File: src/design/assert_macros.svh
// Assertion helpers used by the semaphore RTL.
// Every property is clocked on clock and turned off while reset is high.
`ifndef ASSERT_MACROS_SVH
`define ASSERT_MACROS_SVH

// Same-cycle implication.
`define ASSERT_SAME(label, ante, cons) \
   label: assert property (@(posedge clock) disable iff (reset) (ante) |-> (cons)) \
      else $error("assertion failed");

// Next-cycle implication.
`define ASSERT_NEXT(label, ante, cons) \
   label: assert property (@(posedge clock) disable iff (reset) (ante) |=> (cons)) \
      else $error("assertion failed");

`endif

File: src/design/csfw_pkg.sv
`timescale 1ns / 1ps
// ----------------------------------------------------------------------------
// csfw_pkg
// Types and codes for the counting semaphore with a queue of waiting threads.
// ----------------------------------------------------------------------------
package csfw_pkg;

   localparam int COUNT_WIDTH = 16;
   localparam int ID_WIDTH    = 8;
   localparam int FUNC_WIDTH  = 3;

   localparam logic [COUNT_WIDTH-1:0] MAX_COUNT_RESET = COUNT_WIDTH'(1);

   localparam logic [FUNC_WIDTH-1:0] FUNC_WAIT     = 3'd0;
   localparam logic [FUNC_WIDTH-1:0] FUNC_TRYWAIT  = 3'd1;
   localparam logic [FUNC_WIDTH-1:0] FUNC_POST     = 3'd2;
   localparam logic [FUNC_WIDTH-1:0] FUNC_GETVALUE = 3'd3;
   localparam logic [FUNC_WIDTH-1:0] FUNC_DESTROY  = 3'd4;

   typedef enum logic [1:0] {
      ST_OK      = 2'd0,
      ST_BUSY    = 2'd1,
      ST_BLOCKED = 2'd2,
      ST_FULL    = 2'd3
   } status_type;

   typedef struct packed {
      logic [FUNC_WIDTH-1:0] func;
      logic [ID_WIDTH-1:0]   thread_id;
   } req_type;

   typedef struct packed {
      status_type             status;
      logic [COUNT_WIDTH-1:0] count_value;
      logic                   woken_valid;
      logic [ID_WIDTH-1:0]    woken_thread;
   } rsp_type;

endpackage

File: src/design/counting_semaphore_fifo_waiters_top.sv
// Each result passes through the input register, then the result register.
// Throughput: one item per cycle while the result side does not stall.
// The count and queue pointers are updated in the single compute stage,
// and the head of the waiter queue is prefetched from the store each cycle.
// Reset (synchronous, active high): limit and count return to 1, queue empty,
// no item held; the waiter store itself is not cleared.
`timescale 1ns / 1ps
`include "assert_macros.svh"
// ----------------------------------------------------------------------------
// counting_semaphore_fifo_waiters_top
// Counting semaphore capped at a programmable limit, with a FIFO of blocked
// thread ids that post releases in arrival order.
// ----------------------------------------------------------------------------
module counting_semaphore_fifo_waiters_top #(
   parameter int QUEUE_DEPTH = 16
) (
   input  logic                               clock,
   input  logic                               reset,
   input  logic                               req_valid,
   output logic                               req_stall,
   input  csfw_pkg::req_type                  req_data,
   output logic                               rsp_valid,
   input  logic                               rsp_stall,
   output csfw_pkg::rsp_type                  rsp_data,
   input  logic                               csr_wr_en,
   input  logic [csfw_pkg::COUNT_WIDTH-1:0]   csr_wr_data
);
   import csfw_pkg::*;

   localparam int PTR_W = (QUEUE_DEPTH > 1) ? $clog2(QUEUE_DEPTH) : 1;
   localparam int WC_W  = $clog2(QUEUE_DEPTH + 1);
   localparam logic [PTR_W-1:0] LAST_SLOT = PTR_W'(QUEUE_DEPTH - 1);
   localparam logic [WC_W-1:0]  FULL_CNT  = WC_W'(QUEUE_DEPTH);

   logic                   in_valid_ff;
   req_type                in_data_ff;
   logic                   rsp_valid_ff;
   rsp_type                rsp_data_ff;
   logic [COUNT_WIDTH-1:0] max_ff;
   logic [COUNT_WIDTH-1:0] count_ff, count_in;
   logic [PTR_W-1:0]       head_ff, head_in;
   logic [PTR_W-1:0]       tail_ff, tail_in;
   logic [WC_W-1:0]        wcount_ff, wcount_in;
   logic [ID_WIDTH-1:0]    store [QUEUE_DEPTH];
   logic [ID_WIDTH-1:0]    head_data_ff;

   logic       advance;
   logic       push, pop, do_push, do_pop;
   status_type status;
   rsp_type    rsp_next;

   assign advance   = in_valid_ff && (!rsp_valid_ff || !rsp_stall);
   assign req_stall = in_valid_ff && !advance;

   always_comb begin
      count_in = count_ff;
      push     = 1'b0;
      pop      = 1'b0;
      status   = ST_OK;
      case (in_data_ff.func)
         FUNC_WAIT: begin
            if (count_ff != '0) begin
               count_in = count_ff - 1'b1;
            end else if (wcount_ff == FULL_CNT) begin
               status = ST_FULL;
            end else begin
               push   = 1'b1;
               status = ST_BLOCKED;
            end
         end
         FUNC_TRYWAIT: begin
            if (count_ff != '0) begin
               count_in = count_ff - 1'b1;
            end else begin
               status = ST_BUSY;
            end
         end
         FUNC_POST: begin
            if (wcount_ff != '0) begin
               pop = 1'b1;
            end else if (count_ff < max_ff) begin
               count_in = count_ff + 1'b1;
            end else begin
               count_in = max_ff;
            end
         end
         FUNC_GETVALUE: begin
            status = ST_OK;
         end
         FUNC_DESTROY: begin
            if (count_ff != max_ff) begin
               status = ST_BUSY;
            end
         end
         default: begin
            status = ST_BUSY;
         end
      endcase
   end

   assign do_push = advance && push;
   assign do_pop  = advance && pop;

   always_comb begin
      head_in   = head_ff;
      tail_in   = tail_ff;
      wcount_in = wcount_ff;
      if (do_pop) begin
         head_in   = (head_ff == LAST_SLOT) ? '0 : head_ff + 1'b1;
         wcount_in = wcount_ff - 1'b1;
      end
      if (do_push) begin
         tail_in   = (tail_ff == LAST_SLOT) ? '0 : tail_ff + 1'b1;
         wcount_in = wcount_ff + 1'b1;
      end
   end

   always_comb begin
      rsp_next.status       = status;
      rsp_next.count_value  = count_in;
      rsp_next.woken_valid  = pop;
      rsp_next.woken_thread = pop ? head_data_ff : '0;
   end

   // control and semaphore state
   always_ff @(posedge clock) begin
      if (reset) begin
         in_valid_ff  <= 1'b0;
         rsp_valid_ff <= 1'b0;
         max_ff       <= MAX_COUNT_RESET;
         count_ff     <= MAX_COUNT_RESET;
         head_ff      <= '0;
         tail_ff      <= '0;
         wcount_ff    <= '0;
      end else begin
         if (!in_valid_ff || advance) begin
            in_valid_ff <= req_valid;
         end
         if (advance) begin
            rsp_valid_ff <= 1'b1;
         end else if (!rsp_stall) begin
            rsp_valid_ff <= 1'b0;
         end
         // a zero limit is ignored
         if (csr_wr_en && csr_wr_data != '0) begin
            max_ff   <= csr_wr_data;
            count_ff <= csr_wr_data;
         end else if (advance) begin
            count_ff <= count_in;
         end
         head_ff   <= head_in;
         tail_ff   <= tail_in;
         wcount_ff <= wcount_in;
      end
   end

   always_ff @(posedge clock) begin
      if (req_valid && !req_stall) begin
         in_data_ff <= req_data;
      end
      if (advance) begin
         rsp_data_ff <= rsp_next;
      end
   end

   // waiter store; read port follows the next head, bypassing a same-slot write
   always_ff @(posedge clock) begin
      if (do_push) begin
         store[tail_ff] <= in_data_ff.thread_id;
      end
      if (do_push && tail_ff == head_in) begin
         head_data_ff <= in_data_ff.thread_id;
      end else begin
         head_data_ff <= store[head_in];
      end
   end

   assign rsp_valid = rsp_valid_ff;
   assign rsp_data  = rsp_data_ff;

   `ASSERT_SAME(a_wcount_bound, 1'b1, wcount_ff <= FULL_CNT)
   `ASSERT_SAME(a_count_bound, 1'b1, count_ff <= max_ff)
   `ASSERT_SAME(a_woken_ok, rsp_valid_ff && rsp_data_ff.woken_valid, rsp_data_ff.status == ST_OK)
   `ASSERT_NEXT(a_pop_dec, do_pop, wcount_ff == WC_W'($past(wcount_ff) - 1'b1))
   `ASSERT_NEXT(a_push_inc, do_push, wcount_ff == WC_W'($past(wcount_ff) + 1'b1))

endmodule

File: config.mk
export PLATFORM = sky130hd
export DESIGN_NAME = counting_semaphore_fifo_waiters_top
export DESIGN_NICKNAME = d
export VERILOG_FILES = /design/src/design/csfw_pkg.sv /design/src/design/counting_semaphore_fifo_waiters_top.sv
export VERILOG_INCLUDE_DIRS = /design/src /design/src/design
export SDC_FILE = /design/constraint.sdc
export NUM_CORES = 1
export LEC_CHECK = 0
export BUFFER_PORTS_ARGS = -buffer_cell sky130_fd_sc_hd__buf_2
export CAP_MARGIN = 20
export CELL_PAD_IN_SITES_DETAIL_PLACEMENT = 0
export CELL_PAD_IN_SITES_GLOBAL_PLACEMENT = 1
export CORE_MARGIN = 2
export CORE_UTILIZATION = 53
export DETAILED_ROUTE_END_ITERATION = 8
export PLACE_DENSITY_LB_ADDON = 0.1
export SLEW_MARGIN = 40
export SYNTH_ARGS = -nofsm -noshare
export SYNTH_HDL_FRONTEND = slang
export SYNTH_SLANG_ARGS = --single-unit
File: constraint.sdc
create_clock -name clock -period 6 [get_ports clock]
set_input_delay 0.6 -clock clock [delete_from_list [all_inputs] [get_ports clock]]
set_output_delay 0.6 -clock clock [all_outputs]
set_load 0.01 [all_outputs]
==> run summary, run 1 <==
=========================================================================================
Post-CTS Repair Setup Buffers ..............................................            0
Syn nets ...................................................................          837
Cell taking the most area after synthesis .................................. sky130_fd_sc_hd__edfxtp_1
First drt pass iteration count .............................................            5
Height of the die ..........................................................       142 um
Fin Clk Skew ...............................................................   0.00882 ns
CTS clock-pin slew for the worst setup and hold paths ......................      0.06 ns
Type of the most critical hold path ........................................       in2reg
Clock power frac ...........................................................        43.8%
Met1 GRT Util ..............................................................        40.4%
Crit path time final .......................................................      3.36 ns
First-pass GRT wire length .................................................     38300 um
Count of H-tree levels built during CTS ....................................            1
Overall routed net length ..................................................     24800 um
Peak VDD IR ................................................................     0.273 mV
Capturing point of the worst reg2reg path .................................. wcount_ff[4]
Horizontal extent of the die ...............................................       142 um
Number of flops mapped to enable cells by yosys ............................          166
Number of max-capacitance violations reported ..............................            0
Maximum net fanout on the critical path ....................................           12
Final cycle utilization of the critical path ...............................        56.0%
Combinational share of power ...............................................         7.1%
Final nets .................................................................          887
Fmax .......................................................................      298 MHz
Origin of the worst setup path ............................................. count_ff[10]
GRT busiest layer ..........................................................         met1
Buffers from clock root to sink, at most ...................................            3
Register-to-register setup slack ...........................................      2.64 ns
Starting utilization of the core area ......................................        53.9%
Antenna Nets Post-Route ....................................................            0
Count of clock tree sinks ..................................................          217
Final hold violation count .................................................            0
Switching part of the total ................................................        23.0%
Fraction of final layout cells with drive strength greater than 1 ..........        21.3%
Vias per std cell ..........................................................         6.21
Number of flip-flops and latches in the synthesized netlist ................          217
Overall power of the completed layout ......................................      3.45 mW
Number of CTS-inserted buffers .............................................           24
Top FF cell, synth ......................................................... sky130_fd_sc_hd__edfxtp_1
Average detailed-routed wire length per instance ...........................      23.0 um
Total of hold buffers inserted after clock tree synthesis ..................            0
Vias .......................................................................         6697
Logic depth of the worst register-to-register path .........................           11
Final-report max-slew violation count ......................................            0
Fraction of met2 tracks used by global routing .............................        36.4%
R2r startpoint ............................................................. count_ff[10]
Clock tree from TritonCTS ..................................................          yes
Slew @ Worst Pin ...........................................................     0.874 ns
Startpoint Class ...........................................................    flip-flop
Area Overhead vs Synth .....................................................        13.4%
Proportion of register bits with asynchronous set or reset after synthesis .           0%
Share of synthesized area occupied by flip-flops and latches ...............        59.5%
Endpoint of the most critical setup path ................................... wcount_ff[4]
Standard-cell row count ....................................................           50
Worst Path Class, Setup ....................................................      reg2reg
Post-synthesis instance area ...............................................   0.0101 mm2
IO Count ...................................................................           61
RSZ-0062 raised after global routing .......................................           no
Met3 layer usage reported by global route ..................................        4.17%
Floorplan core area ........................................................   0.0187 mm2
Global router's overall resource usage .....................................        25.3%
First DRT Iteration DRCs ...................................................          610
DP Wirelength ..............................................................     16300 um
Required arrival time at the worst endpoint ................................      6.37 ns
Smallest hold slack ........................................................     0.265 ns
Source-to-sink clock delay at the later pin of the worst-skew pair .........      0.51 ns
Number of antenna violations at the first check in global routing ..........            0
NetSw ......................................................................       793 uW
Cell Pwr Density ...........................................................   302 mW/mm2
Total grt overflow .........................................................            0
Final Util .................................................................        61.1%
Antenna Cells ..............................................................            0
WP data arrival ............................................................      3.73 ns
Port-buffer cells ..........................................................           60
Largest net degree at the start of global routing ..........................           51
Master cell of the clock root buffer ....................................... sky130_fd_sc_hd__clkbuf_16
Internal power consumption .................................................      2.66 mW
Sequential power share .....................................................        49.1%
Via count of the first global-routing pass .................................         6580
Setup TNS ..................................................................         0 ns
Number of design rule violations left after detail routing .................            0
Relative slew margins ......................................................        41.5%
Post-Syn Instances .........................................................          777
Element type at the critical path end ......................................    flip-flop
# setup viols final ........................................................            0
Final weighted congestion in routability-driven placement ..................        0.960
Yosys cell types ...........................................................           68
Static power due to leakage ................................................      3.94 nW
Yosys top cell area share ..................................................        49.4%
Resize count post-CTS ......................................................            0
Die Area ...................................................................   0.0202 mm2
Outcome .................................................................... finished clean
Leading cell types by total area after synthesis ........................... sky130_fd_sc_hd__edfxtp_1 49%, sky130_fd_sc_hd__dfxtp_1 10%, sky130_fd_sc_hd__mux4_2 8.9%, sky130_fd_sc_hd__ha_1 3.3%, sky130_fd_sc_hd__nand2_1 3.1%
Average size of a mapped cell ..............................................     13.0 um2
Synthesis Warnings .........................................................            0
=========================================================================================
area by class of cell:
class | instances | area (um2)
clock inverters | 17 | 184
clock buffers | 27 | 633
fillers | 1452 | 7270
repair buffers | 70 | 375
multi-input cells | 486 | 3830
inverters | 28 | 105
well taps | 234 | 293
flip-flops and latches | 217 | 6010
through the flow:
stage                     area [um2]  setup WS (ns)  std cells
after detailed placement       10600           2.71       1035
after CTS                      11400           2.73       1079
after floorplan                10100           2.77        777
final                          11400           2.64       1079
after global routing           11400           2.52       1079
after global placement         10600           2.57       1035
registers in the layout, indices dropped and copies added, names as in the netlist, named ones only:
| signal | count |
|---|---|
| head_ff | 4 |
| count_ff | 16 |
| in_data_ff | 11 |
| store | 128 |
| max_ff | 16 |
| wcount_ff | 5 |
| rsp_valid | 1 |
| tail_ff | 4 |
| in_valid_ff | 1 |
| rsp_data | 27 |
power groups by stage:
stage / Clock (mW) / Combinational [mW] / Sequential (mW)
after floorplan: 0 / 0.166 / 1.70
after global placement: 0 / 0.236 / 1.72
after detailed placement: 0 / 0.241 / 1.73
after CTS: 1.53 / 0.242 / 1.69
after global routing: 1.59 / 0.270 / 1.70
final: 1.51 / 0.245 / 1.69
worst max-delay path: stages (launching register included):
cell and delay (ns):
sky130_fd_sc_hd__dfxtp_1 0.44, sky130_fd_sc_hd__nor3_1 0.60, sky130_fd_sc_hd__nand2_2 0.22, sky130_fd_sc_hd__nor4_1 0.39
sky130_fd_sc_hd__buf_4 0.24, sky130_fd_sc_hd__inv_1 0.12, sky130_fd_sc_hd__ha_1 0.35, sky130_fd_sc_hd__a21o_1 0.20
sky130_fd_sc_hd__a21oi_1 0.21, sky130_fd_sc_hd__mux2i_1 0.24, sky130_fd_sc_hd__xnor2_1 0.15, sky130_fd_sc_hd__nor2_1 0.06
cell usage after synthesis, types with 15 or more instances:
library cell                 n
sky130_fd_sc_hd__nor2_1     56
sky130_fd_sc_hd__a21oi_1    37
sky130_fd_sc_hd__edfxtp_1  166
sky130_fd_sc_hd__nor2b_1    15
sky130_fd_sc_hd__ha_1       27
sky130_fd_sc_hd__o21ai_0    17
sky130_fd_sc_hd__dfxtp_1    51
sky130_fd_sc_hd__clkbuf_1   27
sky130_fd_sc_hd__mux4_2     40
sky130_fd_sc_hd__inv_1      27
sky130_fd_sc_hd__nor3_1     19
sky130_fd_sc_hd__nand2_1    83
sky130_fd_sc_hd__nand3_1    21
metal layers:
metal,up-vias,share of wire (%)
li1,3060,-
met1,3339,49
met2,264,43
met3,34,6.8
met4,0,1.9
met5,-,0
logic make-up (layout without fill, tap and decap cells):
kind of cell	count (synthesis)	after routing	synth area share (%)
adder cells (fa/ha/maj)	28	28	3.55
AO/OA/AOI/OAI	135	135	9.59
AND/OR/NAND/NOR	249	249	12.1
multiplexers	55	55	10.4
buffers and inverters	74	142	3.09
XOR/XNOR	19	19	1.65
flip-flops	217	217	59.5
how the worst min path moves through the flow:
stage,cells past startpoint,start,slack [ns],to
global placement,2,max_ff[3],0.45,max_ff[3]
finish,1,req_data[7],0.27,in_data_ff[7]
CTS,1,req_data[7],0.24,in_data_ff[7]
detailed placement,2,max_ff[3],0.45,max_ff[3]
global route,1,req_data[0],0.25,in_data_ff[0]
floorplan,2,max_ff[0],0.44,max_ff[0]
layout by cell type (no fill, tap or decap), types with 25 or more instances in the layout:
master and instances:
sky130_fd_sc_hd__mux4_2 40, sky130_fd_sc_hd__nor2_1 48, sky130_fd_sc_hd__nand2_1 83, sky130_fd_sc_hd__clkbuf_16 25, sky130_fd_sc_hd__inv_1 27, sky130_fd_sc_hd__ha_1 27, sky130_fd_sc_hd__edfxtp_1 166, sky130_fd_sc_hd__a21oi_1 37
sky130_fd_sc_hd__buf_2 60, sky130_fd_sc_hd__dfxtp_1 49
Power figures use the tool's default switching activity.
==> inputs of run 2 (changes only) <==
--- a/config.mk
+++ b/config.mk
@@ -11,7 +11,7 @@
 export CELL_PAD_IN_SITES_DETAIL_PLACEMENT = 0
 export CELL_PAD_IN_SITES_GLOBAL_PLACEMENT = 1
 export CORE_MARGIN = 2
-export CORE_UTILIZATION = 53
+export CORE_UTILIZATION = 45
 export DETAILED_ROUTE_END_ITERATION = 8
 export PLACE_DENSITY_LB_ADDON = 0.1
 export SLEW_MARGIN = 40
==> constraint.sdc (replaced) <==
create_clock -name clock -period 2.9 [get_ports clock]
set_input_delay 0.29 -clock clock [delete_from_list [all_inputs] [get_ports clock]]
set_output_delay 0.29 -clock clock [all_outputs]
set_load 0.01 [all_outputs]
==> run 2 against run 1 <==
First-iteration DRC count is 32% lower; clock skew up 0.016 ns; non-clock buffer count rose by 71; highest routed layer unchanged.
==> run summary, run 2 (synthesized netlist as in run 1, its figures left out) <==
=================================================================================
Crit path time final ...............................................      2.76 ns
Largest register FFs ...............................................          128
Slew @ Worst Pin ...................................................     0.754 ns
Type of the most critical hold path ................................       in2reg
Combinational share of power .......................................         8.8%
Final-report max-slew violation count ..............................            0
Highest-delay cell along the critical path ......................... sky130_fd_sc_hd__or3_1
Fmax ...............................................................      362 MHz
Launch instance of the worst min-delay path ........................    rsp_stall
Worst-case setup margin in the final layout ........................     0.137 ns
Commonest non-fill, non-tap cells in the layout .................... 166 x sky130_fd_sc_hd__edfxtp_1, 83 x sky130_fd_sc_hd__nand2_1, 68 x sky130_fd_sc_hd__buf_4, 60 x sky130_fd_sc_hd__buf_2, 56 x sky130_fd_sc_hd__nor2_1
Standard-cell row count ............................................           54
Startpoint Class ...................................................    flip-flop
Fraction of final layout cells with drive strength greater than 1 ..        25.1%
Count of H-tree levels built during CTS ............................            1
Maximum net fanout on the critical path ............................            8
Height of the die ..................................................       154 um
Most common cell after layout, fill and taps aside ................. sky130_fd_sc_hd__edfxtp_1
Internal power consumption .........................................      5.47 mW
First drt pass iteration count .....................................            5
Smallest hold slack ................................................    0.0213 ns
Setup TNS ..........................................................         0 ns
Setup slack at placement ...........................................     0.132 ns
Static power due to leakage ........................................      4.28 nW
RSZ-0062 raised after global routing ...............................           no
Area Overhead vs Synth .............................................        18.9%
Master cell of the clock root buffer ............................... sky130_fd_sc_hd__clkbuf_16
# placed instances .................................................         1140
Outcome ............................................................ finished clean
Antenna Nets Post-Route ............................................            0
Fin Clk Skew .......................................................    0.0253 ns
Depth of the worst hold-timing path ................................            3
First DRT Iteration DRCs ...........................................          417
Total placed instance area .........................................   0.0111 mm2
IO Count ...........................................................           61
Die Area ...........................................................   0.0236 mm2
Required arrival time at the worst endpoint ........................      3.34 ns
Vias per std cell ..................................................         5.71
Capturing point of the worst reg2reg path ..........................  count_ff[8]
Element type at the critical path end ..............................    flip-flop
Number of max-capacitance violations reported ......................            0
Vias ...............................................................         6805
Register containing the most flip-flops in the final layout ........        store
Count of clock tree sinks ..........................................          217
Clock tree from TritonCTS ..........................................          yes
Via count of the first global-routing pass .........................         6769
Starting utilization of the core area ..............................        46.1%
Final nets .........................................................          957
Total grt overflow .................................................            0
Relative slew margins ..............................................        49.5%
Sequential power share .............................................        48.7%
Port-buffer cells ..................................................           60
Final hold violation count .........................................            0
Peak VDD IR ........................................................     0.498 mV
Post-layout instance count excluding filler cells ..................         1192
Clock power frac ...................................................        42.6%
Crit-path max cell delay ...........................................      0.53 ns
Buffers and inverters on the worst path ............................            1
R2r startpoint ..................................................... count_ff[15]
Logic depth of the worst register-to-register path .................            8
Horizontal extent of the die .......................................       154 um
Buffers from clock root to sink, at most ...........................            3
Final Util .........................................................        54.8%
# setup viols final ................................................            0
CTS clock-pin slew for the worst setup and hold paths ..............      0.06 ns
Kind of cell adding the most delay to the critical path ............ simple AND/OR/NAND/NOR gates
Source-to-sink clock delay at the later pin of the worst-skew pair .      0.54 ns
WP data arrival ....................................................      3.20 ns
Largest net degree at the start of global routing ..................           34
NetSw ..............................................................      1.66 mW
Antenna Cells ......................................................            0
Register-to-register setup slack ...................................      0.14 ns
Floorplan core area ................................................   0.0219 mm2
Global router's overall resource usage .............................        21.2%
First-pass GRT wire length .........................................     39000 um
Number of antenna violations at the first check in global routing ..            0
Series of cell instances along the critical path ................... ha_1 -> nand4_1 -> or3_1 -> a21o_1 -> nand3_1 -> buf_4 -> o221ai_1 -> o311ai_2
Final weighted congestion in routability-driven placement ..........        0.847
Worst Path Class, Setup ............................................      reg2reg
Average detailed-routed wire length per instance ...................      21.0 um
Overall power of the completed layout ..............................      7.13 mW
Number of design rule violations left after detail routing .........            0
Post-route design area .............................................   0.0120 mm2
Cell Pwr Density ...................................................   595 mW/mm2
DP Wirelength ......................................................     17800 um
Switching part of the total ........................................        23.3%
Final cycle utilization of the critical path .......................        95.3%
Destination of the worst hold path .................................    rsp_valid
Number of CTS-inserted buffers .....................................           23
Overall routed net length ..........................................     25100 um
=================================================================================
-- run 2: cell types whose count changed in the layout (fill, tap and decap cells not counted), sizes merged --
cell / previous run / this run
inv: 27 / 28
clkbuf: 27 / 26
buf: 70 / 129
dlygate4sd3: 0 / 12
clkinv: 12 / 8
-- run 2: power by group through the flow --
stage | combinational [mW] | clock (mW) | sequential (mW)
after global placement | 0.602 | 0 | 3.53
after CTS | 0.621 | 3.09 | 3.47
after floorplan | 0.344 | 0 | 3.53
after global routing | 0.677 | 3.22 | 3.48
final | 0.625 | 3.03 | 3.47
after detailed placement | 0.607 | 0 | 3.54
-- run 2: worst reg2reg max path: cells and delay by family (launching register included) --
kind            cells  cell delay [ns]
buf+inv             1             0.22
compound gates      3             0.70
fa+ha+maj           1             0.36
flops               1             0.39
simple gates        3             1.01
-- run 2: layout make-up --
class                   count  area [um2]
well taps                 280         350
clock inverters            14         188
inverters                  28         106
multi-input cells         486        3800
repair buffers            141         951
fillers                  1857        9900
flip-flops and latches    217        6010
clock buffers              26         587
-- run 2: metal layers --
layer	part of all wire (%)	global-route usage (%)
met5	0	0
met4	3.0	6.29
met3	4.4	2.93
met2	53	39.0
met1	39	25.8
-- run 2: how the worst max path moves through the flow --
stage / slack, ns / from / depth (start not counted) / end
after global routing: 0.02 / count_ff[15] / 8 / count_ff[7]
after CTS: 0.12 / count_ff[15] / 7 / rsp_data[22]
after floorplan: 0.08 / count_ff[0] / 14 / wcount_ff[4]
after global placement: 0.16 / max_ff[12] / 8 / rsp_data[22]
final: 0.14 / count_ff[15] / 8 / count_ff[8]
after detailed placement: 0.13 / count_ff[15] / 7 / rsp_data[22]
-- run 2: repair_timing --
item	CTS	global route
endpoints found under the setup margin	0	10
buffers inserted	0	0
hold buffers	12	0
resized for setup	0	2
endpoints found under the hold margin	12	0
